--- config.mk ---
export PLATFORM = sky130hd
export DESIGN_NAME = nft_ctrl
export DESIGN_NICKNAME = d
export VERILOG_FILES = /design/src/hdl/nft_pkg.sv /design/src/hdl/nft_ctrl.sv
export SDC_FILE = /design/constraint.sdc
export NUM_CORES = 1
export LEC_CHECK = 0
export BUFFER_PORTS_ARGS = -buffer_cell sky130_fd_sc_hd__buf_2
export CELL_PAD_IN_SITES_DETAIL_PLACEMENT = 2
export CELL_PAD_IN_SITES_GLOBAL_PLACEMENT = 2
export CORE_AREA = 2 2 39 41
export DETAILED_ROUTE_END_ITERATION = 12
export DIE_AREA = 0 0 41 43
export GPL_TIMING_DRIVEN = 0
export PLACE_DENSITY = 0.6
export SETUP_SLACK_MARGIN = 0.3
export SLEW_MARGIN = 10
export SYNTH_ARGS = -nofsm -noshare
export SYNTH_HDL_FRONTEND = slang
export SYNTH_SLANG_ARGS = --single-unit
--- constraint.sdc ---
create_clock -name clk -period 2.3 [get_ports clk]
set_input_delay 0.115 -clock clk [delete_from_list [all_inputs] [get_ports clk]]
set_output_delay 0.115 -clock clk [all_outputs]
set_load 0.01 [all_outputs]
--- src/hdl/nft_pkg.sv ---
// Shared types, codes and sizes for the name forwarding table.
`default_nettype none
package nft_pkg;

  localparam int TABLE_DEPTH = 64;
  localparam int IDX_BITS    = $clog2(TABLE_DEPTH);
  localparam int KEY_BITS    = 32;

  // command codes
  localparam logic [1:0] CMD_CREATE = 2'd0;
  localparam logic [1:0] CMD_FIND   = 2'd1;
  localparam logic [1:0] CMD_REMOVE = 2'd2;

  // result status codes
  localparam logic [2:0] ST_INSERTED  = 3'd0;
  localparam logic [2:0] ST_REFRESHED = 3'd1;
  localparam logic [2:0] ST_REJECTED  = 3'd2;
  localparam logic [2:0] ST_FULL      = 3'd3;
  localparam logic [2:0] ST_FOUND     = 3'd4;
  localparam logic [2:0] ST_NO_ROUTE  = 3'd5;
  localparam logic [2:0] ST_REMOVED   = 3'd6;

  // one stored route
  typedef struct packed {
    logic [KEY_BITS-1:0] key;
    logic [31:0]         hop;
    logic [47:0]         mac;
    logic [47:0]         expiry;
    logic [7:0]          port;
    logic [15:0]         quality;
    logic [31:0]         seq_num;
  } entry_t;

  // controller to datapath
  typedef struct packed {
    logic load;
    logic restart;
    logic run;
    logic pass_b;
    logic commit;
  } ctl_t;

  // datapath to controller
  typedef struct packed {
    logic       last;
    logic [1:0] cmd;
  } stat_t;

endpackage
`default_nettype wire

--- src/hdl/nft_ctrl.sv ---
// Controller: sequences scan passes, commit and the result transfer.
`default_nettype none
module nft_ctrl (
  input  wire logic           clk,
  input  wire logic           rst,
  input  wire logic           in_valid,
  output logic                in_ready,
  output logic                out_valid,
  input  wire logic           out_ready,
  output nft_pkg::ctl_t       ctl,
  input  wire nft_pkg::stat_t stat
);

  typedef enum logic [1:0] {S_IDLE, S_SCAN, S_DRAIN, S_DECIDE} state_t;

  state_t state;
  logic   pass_b;
  logic   can_post;

  assign in_ready = (state == S_IDLE);
  assign can_post = !out_valid || out_ready;

  // command decode
  always_comb begin
    ctl.load    = (state == S_IDLE) && in_valid;
    ctl.run     = (state == S_SCAN);
    ctl.restart = (state == S_DRAIN) && (stat.cmd == nft_pkg::CMD_FIND) && !pass_b;
    ctl.pass_b  = pass_b;
    ctl.commit  = (state == S_DECIDE) && can_post;
  end

  // state and output valid
  always_ff @(posedge clk) begin
    if (rst) begin
      state     <= S_IDLE;
      pass_b    <= 1'b0;
      out_valid <= 1'b0;
    end else begin
      if (ctl.commit) begin
        out_valid <= 1'b1;
      end else if (out_valid && out_ready) begin
        out_valid <= 1'b0;
      end
      unique case (state)
        S_IDLE: begin
          if (in_valid) begin
            pass_b <= 1'b0;
            state  <= S_SCAN;
          end
        end
        S_SCAN: begin
          if (stat.last) begin
            state <= S_DRAIN;
          end
        end
        S_DRAIN: begin
          if (ctl.restart) begin
            pass_b <= 1'b1;
            state  <= S_SCAN;
          end else begin
            state <= S_DECIDE;
          end
        end
        S_DECIDE: begin
          if (can_post) begin
            state <= S_IDLE;
          end
        end
        default: state <= S_IDLE;
      endcase
    end
  end

`ifndef NO_ASSERTIONS
  // a pending result is never dropped
  a_hold_result: assert property (@(posedge clk) disable iff (rst)
    out_valid && !out_ready |=> out_valid)
    else $error("result dropped");

  // commit never overwrites a pending result
  a_commit_free: assert property (@(posedge clk) disable iff (rst)
    ctl.commit |-> (!out_valid || out_ready))
    else $error("commit over pending result");

  // second pass is only for find
  a_pass_b_find: assert property (@(posedge clk) disable iff (rst)
    (ctl.run && pass_b) |-> (stat.cmd == nft_pkg::CMD_FIND))
    else $error("second pass on non-find");
`endif

endmodule
`default_nettype wire

### Word level (Yosys, flattened, before mapping)

Cells that the tools add are included.

* add/subtract/negate cells: 0
* multipliers: 0
* div/mod/pow operators: 0
* magnitude comparators: 0
* equality and inequality tests: 8
* shift-type cells: 0
* muxes and demuxes: 10
* bitwise gates (word level): 0
* reductions and logical operators: 13

Operators by type and width (count)
* two-way mux 2 bit: 4
* one-hot mux 2 bit (4 select lines): 1
* != test 2 bit, second input constant: 3
* AND reduction 3 bit: 2
* logical AND 1 bit: 5
* equality test 2 x 1 -> 1 bit, second input constant: 2
* equality test 2 bit, second input constant: 2
* two-way mux 1 bit: 4
* nonzero test 2 bit: 2
* logical NOT 1 bit: 2
* logical NOT 2 bit: 1
* != test 2 x 1 -> 1 bit, second input constant: 1
* one-hot mux 1 bit (2 select lines): 1
* logical OR 1 bit: 1

* flip-flop bits (word level): 4
* bits in latches: 0
* RAM bits: 0
* memory bits (read-only): 0
* bits of input ports: 7
* word-level logic and storage cells: 34
* memories: 0

### Depth between registers and ports, before layout

Gate-level depths: netlist of the first run.

* depth after elaboration: 5
* mapped depth: 4
* depth with buffers taken out: 3

### Worst setup path before layout of the first run

Ideal clock, no wire load.

* path kind: reg2reg
* from: register pass_b
* to: register pass_b
* setup time: 88 ps
* data arrival time: 1050 ps
* path slack: 1162 ps
* stages on the path, launching flop included: 4
* path buffers: 0
* clock period less this slack: 1138 ps
* cell sequence: dfxtp_1 or3b_4 o21ba_1 nor4_2

* word-level cells in the longest chain between the ends: 4

RTL lines
* start: declaration: RTL line nft_ctrl.sv:17 `logic pass_b;`
* start signal: assignment: RTL line nft_ctrl.sv:36 `pass_b <= 1'b0;`
* start signal: assignment: RTL line nft_ctrl.sv:47 `pass_b <= 1'b0;`
* start signal: assignment: RTL line nft_ctrl.sv:58 `pass_b <= 1'b1;`
* logical NOT 1 bit: RTL line nft_ctrl.sv:27 `ctl.restart = (state == S_DRAIN) && (stat.cmd == nft_pkg::CMD_FIND) && !pass_b;`
* logical AND 1 bit: RTL line nft_ctrl.sv:27
* != test 2 bit (no line)
* AND reduction 3 bit (no line)

Every way passes these cells.
A chain may end at the register's enable or synchronous reset.

==> impl_metrics.json, run 1 <==
{
  "drtPass1Iterations": 4,
  "finalClockSkew_ns": 0.0000288,
  "synth_top_family_by_area": "simple AND/OR/NAND/NOR gates",
  "critPathLaunchType": "flop",
  "cts_resized": 0,
  "timing.final.crit_share_pct": 59.5,
  "htreeDepth": 1,
  "die-width_microns": 41,
  "cellLeakagePower_nw": 0.159,
  "synth_cells": 28,
  "hold_path.class": "in2reg",
  "yosys_warnings": 0,
  "status": "finished, final reports clean",
  "max_freq_ghz": 0.731,
  "finalHoldViolations": 0,
  "row_count": 14,
  "seq_area_frac_synth_pct": 35.8,
  "final.setup.tns_ns": 0,
  "rsz0062_at_grt": "false",
  "syn-num-nets": 35,
  "grt_pass1_wl_microns": 1040,
  "dp_cells": 57,
  "core_sq_um": 1380,
  "final_area_sq_um": 332,
  "viasPerCell": 4.33,
  "synth_largest_area_cell": "dfxtp_1",
  "antenna_found_initial": 0,
  "portBuffers": 13,
  "drv_slew": 0,
  "initial_core_util_pct": 16.2,
  "ctsHoldBuffers": 0,
  "ios": 14,
  "r2r_start": "pass_b$_SDFFE_PP0P_",
  "maxCapViolations": 0,
  "stdcell_count": 60,
  "grt_usage_pct": 9.83,
  "r2r_cells": 3,
  "ant_nets": 0,
  "cts_buffers": 3,
  "ir_drop_uv": 139,
  "grt_max_degree": 11,
  "cts_buffer_depth": 2,
  "overflow": 0,
  "dp_hpwl_microns": 520,
  "worst-path-max-fanout": 4,
  "min_from": "rst",
  "finish.utilization_pct": 24.0,
  "setup_ws_ns": 0.932,
  "synth_top_area_share_pct": 35.8,
  "critPathCaptureType": "primary output",
  "cts_tree": "yes",
  "clock-sinks": 4,
  "clk_pin_slew_ns": 0.04,
  "vias": 260,
  "worst_pin_slew_ns": 0.248,
  "die_area_sq_um": 1760,
  "synthToLayoutAreaGrowth_pct": 48.0,
  "grt_pass1_vias": 258,
  "r2r_setup_slack_ns": 1.12,
  "setup_violations": 0,
  "n_antenna_cell": 0,
  "synthesis.area_sq_um": 224,
  "routedWlPerCell_microns": 10.9,
  "drtIter0Drc": 1,
  "drive_gt1_share_pct": 47.7,
  "ys_types": 17,
  "reg2reg_to": "pass_b$_SDFFE_PP0P_",
  "min_to": "pass_b$_SDFFE_PP0P_",
  "p_total_mw": 0.224,
  "worst_ep_required_time_ns": 2.18,
  "clk-insertion-delay-late_ns": 0.25,
  "routed_wl_microns": 652,
  "synth-compound-area-share_pct": 18.4,
  "drc": 0,
  "fin_nets": 53,
  "fp.dieH_microns": 43,
  "synth_area_leaders": "dfxtp_1 36%, nor2_1 6.7%, nor2b_1 5.6%",
  "crit_type": "reg2out",
  "synth-adder-area-share_pct": 0,
  "holdWs_ns": 0.0845,
  "arrival_ns": 1.25,
  "power_density_nw_per_um2": 675,
  "cts_setup_buffers": 0,
  "synth_xor_area_share_pct": 0,
  "slew_headroom_pct": 83.4,
  "placedInstanceArea_sq_um": 309,
  "dpl_worst_slack_ns": 1.10,
  "ys_ff_latch": 4,
  "hold_depth": 2,
  "cts_root_buf": "clkbuf_4",
  "synth.area.mux_share_pct": 0,
  "synth-simple-area-share_pct": 36.3,
  "place.gp.congestion": 0.718,
  "synth.avg_cell_area_sq_um": 8.00,
  "min_period_ns": 1.37
}
sequential cells by signal (all words and copies together) (netlist names):
| register | count |
|---|---|
| out_valid | 1 |
| pass_b | 1 |
| state | 2 |
Yosys cell counts:
| cell type | n |
|---|---|
| a311oi_1 | 1 |
| or3b_4 | 1 |
| nand2b_1 | 1 |
| nor3_1 | 2 |
| a211oi_1 | 1 |
| and2_1 | 1 |
| nand2_1 | 2 |
| nor4_2 | 1 |
| inv_1 | 1 |
| buf_2 | 2 |
| nor2b_1 | 2 |
| nor2_1 | 4 |
| a21oi_1 | 2 |
| dfxtp_1 | 4 |
| o21ba_1 | 1 |
| o21ai_0 | 1 |
| buf_4 | 1 |
routing by layer:
| metal | global-route usage [%] | vias up | share of wire (%) |
|---|---|---|---|
| li1 | - | 127 | - |
| met1 | 8.65 | 118 | 34 |
| met2 | 13.8 | 13 | 51 |
| met3 | 6.28 | 2 | 11 |
| met4 | 10.0 | 0 | 3.5 |
| met5 | 0 | - | 0 |
kinds of logic after synthesis:
kind of cell	count (synthesis)
and+or+nand+nor	14
DFF	4
AOI/OAI and AO/OA	6
buffers and inverters	4
final cells by class:
cell class / count / area, sq um
tap: 16 / 20.0
buffer: 3 / 17.5
sequential: 4 / 80.1
timing repair buffer: 13 / 65.1
fill: 182 / 1050
multi-input combinational: 20 / 123
inverter: 1 / 3.75
clock buffer: 3 / 22.5
power breakdown:
group	total [mW]	switching [mW]	internal [mW]	leakage, nW
Sequential	0.0756	0.00125	0.0744	0.0328
Combinational	0.0540	0.0303	0.0237	0.112
Clock	0.0943	0.0355	0.0588	0.0138
worst max-delay path by stage:
stage                                     end  slack, ns                 from  cells past startpoint
after global placement    pass_b$_SDFFE_PP0P_       1.13  pass_b$_SDFFE_PP0P_                      3
after detailed placement  pass_b$_SDFFE_PP0P_       1.10  pass_b$_SDFFE_PP0P_                      3
final                                  ctl[3]       0.93  pass_b$_SDFFE_PP0P_                      3
after global routing                   ctl[3]       0.82  pass_b$_SDFFE_PP0P_                      3
after CTS                              ctl[3]       0.90  pass_b$_SDFFE_PP0P_                      3
after floorplan           pass_b$_SDFFE_PP0P_       1.16  pass_b$_SDFFE_PP0P_                      3
placed cells by master (no fill, tap or decap), types with 2 or more instances in the layout:
cell	Yosys	layout
buf_2	2	15
nor2_1	4	4
dfxtp_1	4	4
clkbuf_4	0	3
nor2b_1	2	2
nand2_1	2	2
nor3_1	2	2
a21oi_1	2	2
critical path, stage by stage (launching register included):
cell     delay, ns
dfxtp_1       0.32
or3b_4        0.41
nor3_1        0.12
buf_2         0.15
No activity file was read; power rests on OpenSTA's default activity.
==> inputs of run 2 (changes only) <==
--- a/config.mk
+++ b/config.mk
@@ -8,9 +8,9 @@
 export BUFFER_PORTS_ARGS = -buffer_cell sky130_fd_sc_hd__buf_2
 export CELL_PAD_IN_SITES_DETAIL_PLACEMENT = 2
 export CELL_PAD_IN_SITES_GLOBAL_PLACEMENT = 2
-export CORE_AREA = 2 2 39 41
+export CORE_MARGIN = 2
+export CORE_UTILIZATION = 16
 export DETAILED_ROUTE_END_ITERATION = 12
-export DIE_AREA = 0 0 41 43
 export GPL_TIMING_DRIVEN = 0
 export PLACE_DENSITY = 0.6
 export SETUP_SLACK_MARGIN = 0.3
==> constraint.sdc (replaced) <==
create_clock -name clk -period 1.1 [get_ports clk]
set_input_delay 0.055 -clock clk [delete_from_list [all_inputs] [get_ports clk]]
set_output_delay 0.055 -clock clk [all_outputs]
set_load 0.01 [all_outputs]
==> impl_metrics.json, run 2 (synthesized netlist as in run 1, its figures left out) <==
{
  "largest_reg_flops": 2,
  "finalClockSkew_ns": 0.000979,
  "dpl_worst_slack_ns": -0.0978,
  "crit_slowest_cell": "or3b_4",
  "drv_slew": 0,
  "die_area_sq_um": 1720,
  "layout_common_cells": "10 x buf_6, 10 x buf_2, 6 x buf_4, 4 x dfxtp_2, 3 x clkbuf_4",
  "die-width_microns": 41.4,
  "path_delay_family": "simple AND/OR/NAND/NOR gates",
  "ctsHoldBuffers": 0,
  "fin_nets": 63,
  "holdWs_ns": 0.0367,
  "portBuffers": 13,
  "worst_ep_required_time_ns": 1.04,
  "htreeDepth": 1,
  "reg_top3": "state: 2 flops, out_valid: 1 flops, pass_b: 1 flops",
  "max_freq_ghz": 0.794,
  "n_antenna_cell": 0,
  "max_stage_delay_ns": 0.40,
  "rsz0062_at_grt": "true",
  "clock-sinks": 4,
  "hold_path.class": "in2reg",
  "drive_gt1_share_pct": 88.9,
  "worst_pin_slew_ns": 0.197,
  "fillers": 143,
  "largest-register": "state",
  "drc": 0,
  "ant_nets": 0,
  "initial_core_util_pct": 17.2,
  "antenna_found_initial": 0,
  "clk_pin_slew_ns": 0.04,
  "routed_wl_microns": 962,
  "violations": "setup timing",
  "arrival_ns": 1.20,
  "vias": 306,
  "multi_input_comb_area_sq_um": 191,
  "worst-path-max-fanout": 3,
  "overflow": 0,
  "grt_pass1_vias": 314,
  "cellLeakagePower_nw": 0.239,
  "clk-insertion-delay-late_ns": 0.24,
  "place.gp.congestion": 0.687,
  "row_count": 13,
  "status": "complete, but fails checks",
  "crit_chain": "or3b_4, nor3_2, buf_2",
  "crit_type": "reg2out",
  "setup_ws_ns": -0.159,
  "core_sq_um": 1300,
  "cts_buffers": 3,
  "grt_pass1_wl_microns": 1380,
  "timing.final.crit_share_pct": 114,
  "min_period_ns": 1.26,
  "grt_usage_pct": 11.2,
  "routedWlPerCell_microns": 13.9,
  "cts_buffer_depth": 2,
  "fp.dieH_microns": 41.4,
  "finalHoldViolations": 0,
  "setup_violations": 4,
  "grt_max_degree": 11,
  "final.setup.tns_ns": -0.427,
  "critPathLaunchType": "flop",
  "stdcell_count": 69,
  "critPathCaptureType": "primary output",
  "slew_headroom_pct": 86.8,
  "ios": 14,
  "drtPass1Iterations": 2,
  "synthToLayoutAreaGrowth_pct": 136,
  "layout.area.seq_sq_um": 85.1,
  "drtIter0Drc": 2,
  "viasPerCell": 4.43,
  "dp_cells": 56,
  "critical_path_buf_inv_count": 1,
  "ir_drop_uv": 296,
  "cts_root_buf": "clkbuf_4",
  "maxCapViolations": 0,
  "power_density_nw_per_um2": 1120,
  "cts_tree": "yes"
}
[run 2: changes by cell type in the layout (fill, tap and decap cells not counted), moves of 4 or more]
cell / previous run / this run
buf_2: 15 / 10
buf_6: 0 / 10
dfxtp_1: 4 / 0
buf_4: 1 / 6
dfxtp_2: 0 / 4
[run 2: power breakdown]
group,internal [mW],switching (mW)
clock,0.123,0.0692
combinational,0.132,0.106
sequential,0.158,0.00430
total,0.413,0.180
[run 2: final timing paths]
check	startpoint	endpoint	slack, ns	depth (start not counted)
worst max register to register	pass_b$_SDFFE_PP0P_	state[1]$_SDFFE_PP0P_	-0.15	5
worst min register to register	state[0]$_SDFFE_PP0P_	state[1]$_SDFFE_PP0P_	0.58	2
worst max-delay path	pass_b$_SDFFE_PP0P_	ctl[3]	-0.16	3
worst min-delay path	rst	state[0]$_SDFFE_PP0P_	0.04	2
[run 2: area by class of cell]
class / instances / share of cell area, %
multi-input combinational: 20 / 36.2
timing repair buffer: 23 / 33.6
sequential: 4 / 16.1
buffer: 3 / 5.67
clock buffer: 3 / 4.26
tap: 15 / 3.55
inverter: 1 / 0.709
[run 2: timing repair]
item	CTS	global route
resized for setup	11	14
gates cloned	0	0
pin swaps	4	7
setup buffers	4	6
endpoints found under the setup margin	10	9
[run 2: metrics by stage]
stage	cell area [sq um]	util [%]	power (mW)
after global routing	529	40.7	0.635
after floorplan	249	-	0.250
after global placement	333	25.6	0.293
final	529	40.7	0.592
after CTS	438	33.7	0.535
after detailed placement	333	25.6	0.297
[run 2: layer usage]
metal	vias up	wire, microns	global-route usage, %	part of all wire, %
met5	-	0	0	0
met4	0	40	11.6	4.2
met3	4	42	2.61	4.4
met2	11	523	19.7	54
met1	144	355	10.1	37
li1	147	-	-	-
[run 2: worst register-to-register path: stages, from the launching register on]
cell and delay, ns:
dfxtp_2 0.31, or3b_4 0.40, buf_6 0.13, buf_6 0.10, a21oi_2 0.12, a311oi_1 0.06
==> inputs of run 3 (changes only) <==
--- a/config.mk
+++ b/config.mk
@@ -14,6 +14,7 @@
 export GPL_TIMING_DRIVEN = 0
 export PLACE_DENSITY = 0.6
 export SETUP_SLACK_MARGIN = 0.3
+export SKIP_CTS_REPAIR_TIMING = 1
 export SLEW_MARGIN = 10
 export SYNTH_ARGS = -nofsm -noshare
 export SYNTH_HDL_FRONTEND = slang
==> impl_metrics.json, run 3 (synthesized netlist as in run 1, its figures left out) <==
{
  "status": "complete, but fails checks",
  "violations": "setup timing",
  "row_count": 13,
  "portBuffers": 13,
  "setup_ws_ns": -0.177,
  "final.setup.tns_ns": -0.412,
  "cts_buffer_depth": 2,
  "n_antenna_cell": 0,
  "min_from": "rst",
  "dpl_worst_slack_ns": -0.0978,
  "worst_ep_required_time_ns": 1.04,
  "synthToLayoutAreaGrowth_pct": 116,
  "critPathCaptureType": "primary output",
  "ir_drop_uv": 296,
  "layout_commonest_cell": "buf_2",
  "intPower_mw": 0.402,
  "cellLeakagePower_nw": 0.213,
  "finalClockSkew_ns": 0.000476,
  "routedWlPerCell_microns": 13.3,
  "r2r_setup_slack_ns": -0.12,
  "clock-sinks": 4,
  "min_to": "state[0]$_SDFFE_PP0P_",
  "clk_pin_slew_ns": 0.04,
  "viasPerCell": 4.37,
  "largest-register": "state",
  "htreeDepth": 1,
  "die-width_microns": 41.4,
  "ios": 14,
  "cts_tree": "yes",
  "holdWs_ns": 0.0603,
  "largest_reg_flops": 2,
  "r2r_start": "pass_b$_SDFFE_PP0P_",
  "p_comb_share_pct": 39.7,
  "fillers": 144,
  "cts_buffers": 3,
  "drtPass1Iterations": 1,
  "routed_wl_microns": 865,
  "power_density_nw_per_um2": 1180,
  "reg_top3": "state: 2 flops, out_valid: 1 flops, pass_b: 1 flops",
  "cts_root_buf": "clkbuf_4",
  "layout_common_cells": "10 x buf_2, 6 x buf_6, 5 x buf_4, 4 x clkbuf_4, 4 x dfxtp_2",
  "rsz0062_at_grt": "true",
  "drive_gt1_share_pct": 82.0,
  "finish.utilization_pct": 37.1,
  "maxCapViolations": 0,
  "overflow": 0,
  "setup_violations": 4,
  "fp.dieH_microns": 41.4,
  "antenna_found_initial": 0,
  "r2r_cells": 3,
  "min_period_ns": 1.28,
  "hold_path.class": "in2reg",
  "switching_share_pct": 29.7,
  "arrival_ns": 1.22,
  "drc": 0,
  "ant_nets": 0,
  "grt_pass1_wl_microns": 1180,
  "fin_nets": 59,
  "max_freq_ghz": 0.783,
  "crit_type": "reg2out",
  "grt_usage_pct": 9.43,
  "hold_depth": 2,
  "reg2reg_to": "pass_b$_SDFFE_PP0P_",
  "clk-insertion-delay-late_ns": 0.23,
  "drtIter0Drc": 0,
  "grt_max_degree": 11,
  "switching_power_mw": 0.170,
  "slew_headroom_pct": 88.6,
  "place.gp.congestion": 0.687,
  "die_area_sq_um": 1720,
  "seqPwrFrac_pct": 28.6,
  "timing.final.crit_share_pct": 116,
  "finalHoldViolations": 0,
  "worst-path-max-fanout": 4,
  "grt_pass1_vias": 293,
  "clkPwrFrac_pct": 31.7,
  "critPathLaunchType": "flop",
  "drv_slew": 0,
  "initial_core_util_pct": 17.2,
  "worst_pin_slew_ns": 0.169,
  "vias": 284,
  "core_sq_um": 1300
}
[run 3: how the worst max path moves through the flow]
stage	cells past startpoint	to	slack, ns	start
6_report	3	ctl[3]	-0.18	pass_b$_SDFFE_PP0P_
5_1_grt	3	ctl[3]	-0.24	pass_b$_SDFFE_PP0P_
4_1_cts	3	ctl[3]	-0.22	pass_b$_SDFFE_PP0P_
3_5_place_dp	3	pass_b$_SDFFE_PP0P_	-0.1	pass_b$_SDFFE_PP0P_
3_3_place_gp	3	pass_b$_SDFFE_PP0P_	-0.07	pass_b$_SDFFE_PP0P_
2_1_floorplan	3	pass_b$_SDFFE_PP0P_	-0.03	pass_b$_SDFFE_PP0P_
[run 3: worst max-delay path, cell delays in order, from the launching register on]
cell and delay (ns):
dfxtp_2 0.32, or3b_4 0.42, nor3_2 0.10, buf_2 0.14
[run 3: layout make-up]
type	instances	area [sq um]	share of cell area, %
Multi-Input combinational cell	20	190	39.4
Buffer	3	30.0	6.22
Sequential cell	4	85.1	17.6
Inverter	1	3.75	0.777
Clock buffer	3	22.5	4.66
Timing Repair Buffer	19	133	27.5
Tap cell	15	18.8	3.89
[run 3: through the flow]
stage	cells	instance area (sq um)	power, mW
floorplan	28	249	0.250
global placement	56	333	0.293
detailed placement	56	333	0.297
CTS	59	355	0.488
global route	65	483	0.613
finish	65	483	0.572
[run 3: metal layers]
metal / global-route usage [%] / vias to the layer above / part of all wire, %
met5: 0 / - / 0
met4: 8.39 / 0 / 0
met3: 3.04 / 0 / 3.9
met2: 17.2 / 7 / 54
met1: 7.94 / 138 / 42
li1: - / 139 / -
[run 3: power by group through the flow]
stage / Sequential [mW] / Combinational, mW / Clock, mW
6_report: 0.164 / 0.227 / 0.181
5_1_grt: 0.165 / 0.240 / 0.208
4_1_cts: 0.160 / 0.135 / 0.193
3_5_place_dp: 0.162 / 0.135 / 0
3_3_place_gp: 0.161 / 0.132 / 0
2_1_floorplan: 0.162 / 0.0882 / 0
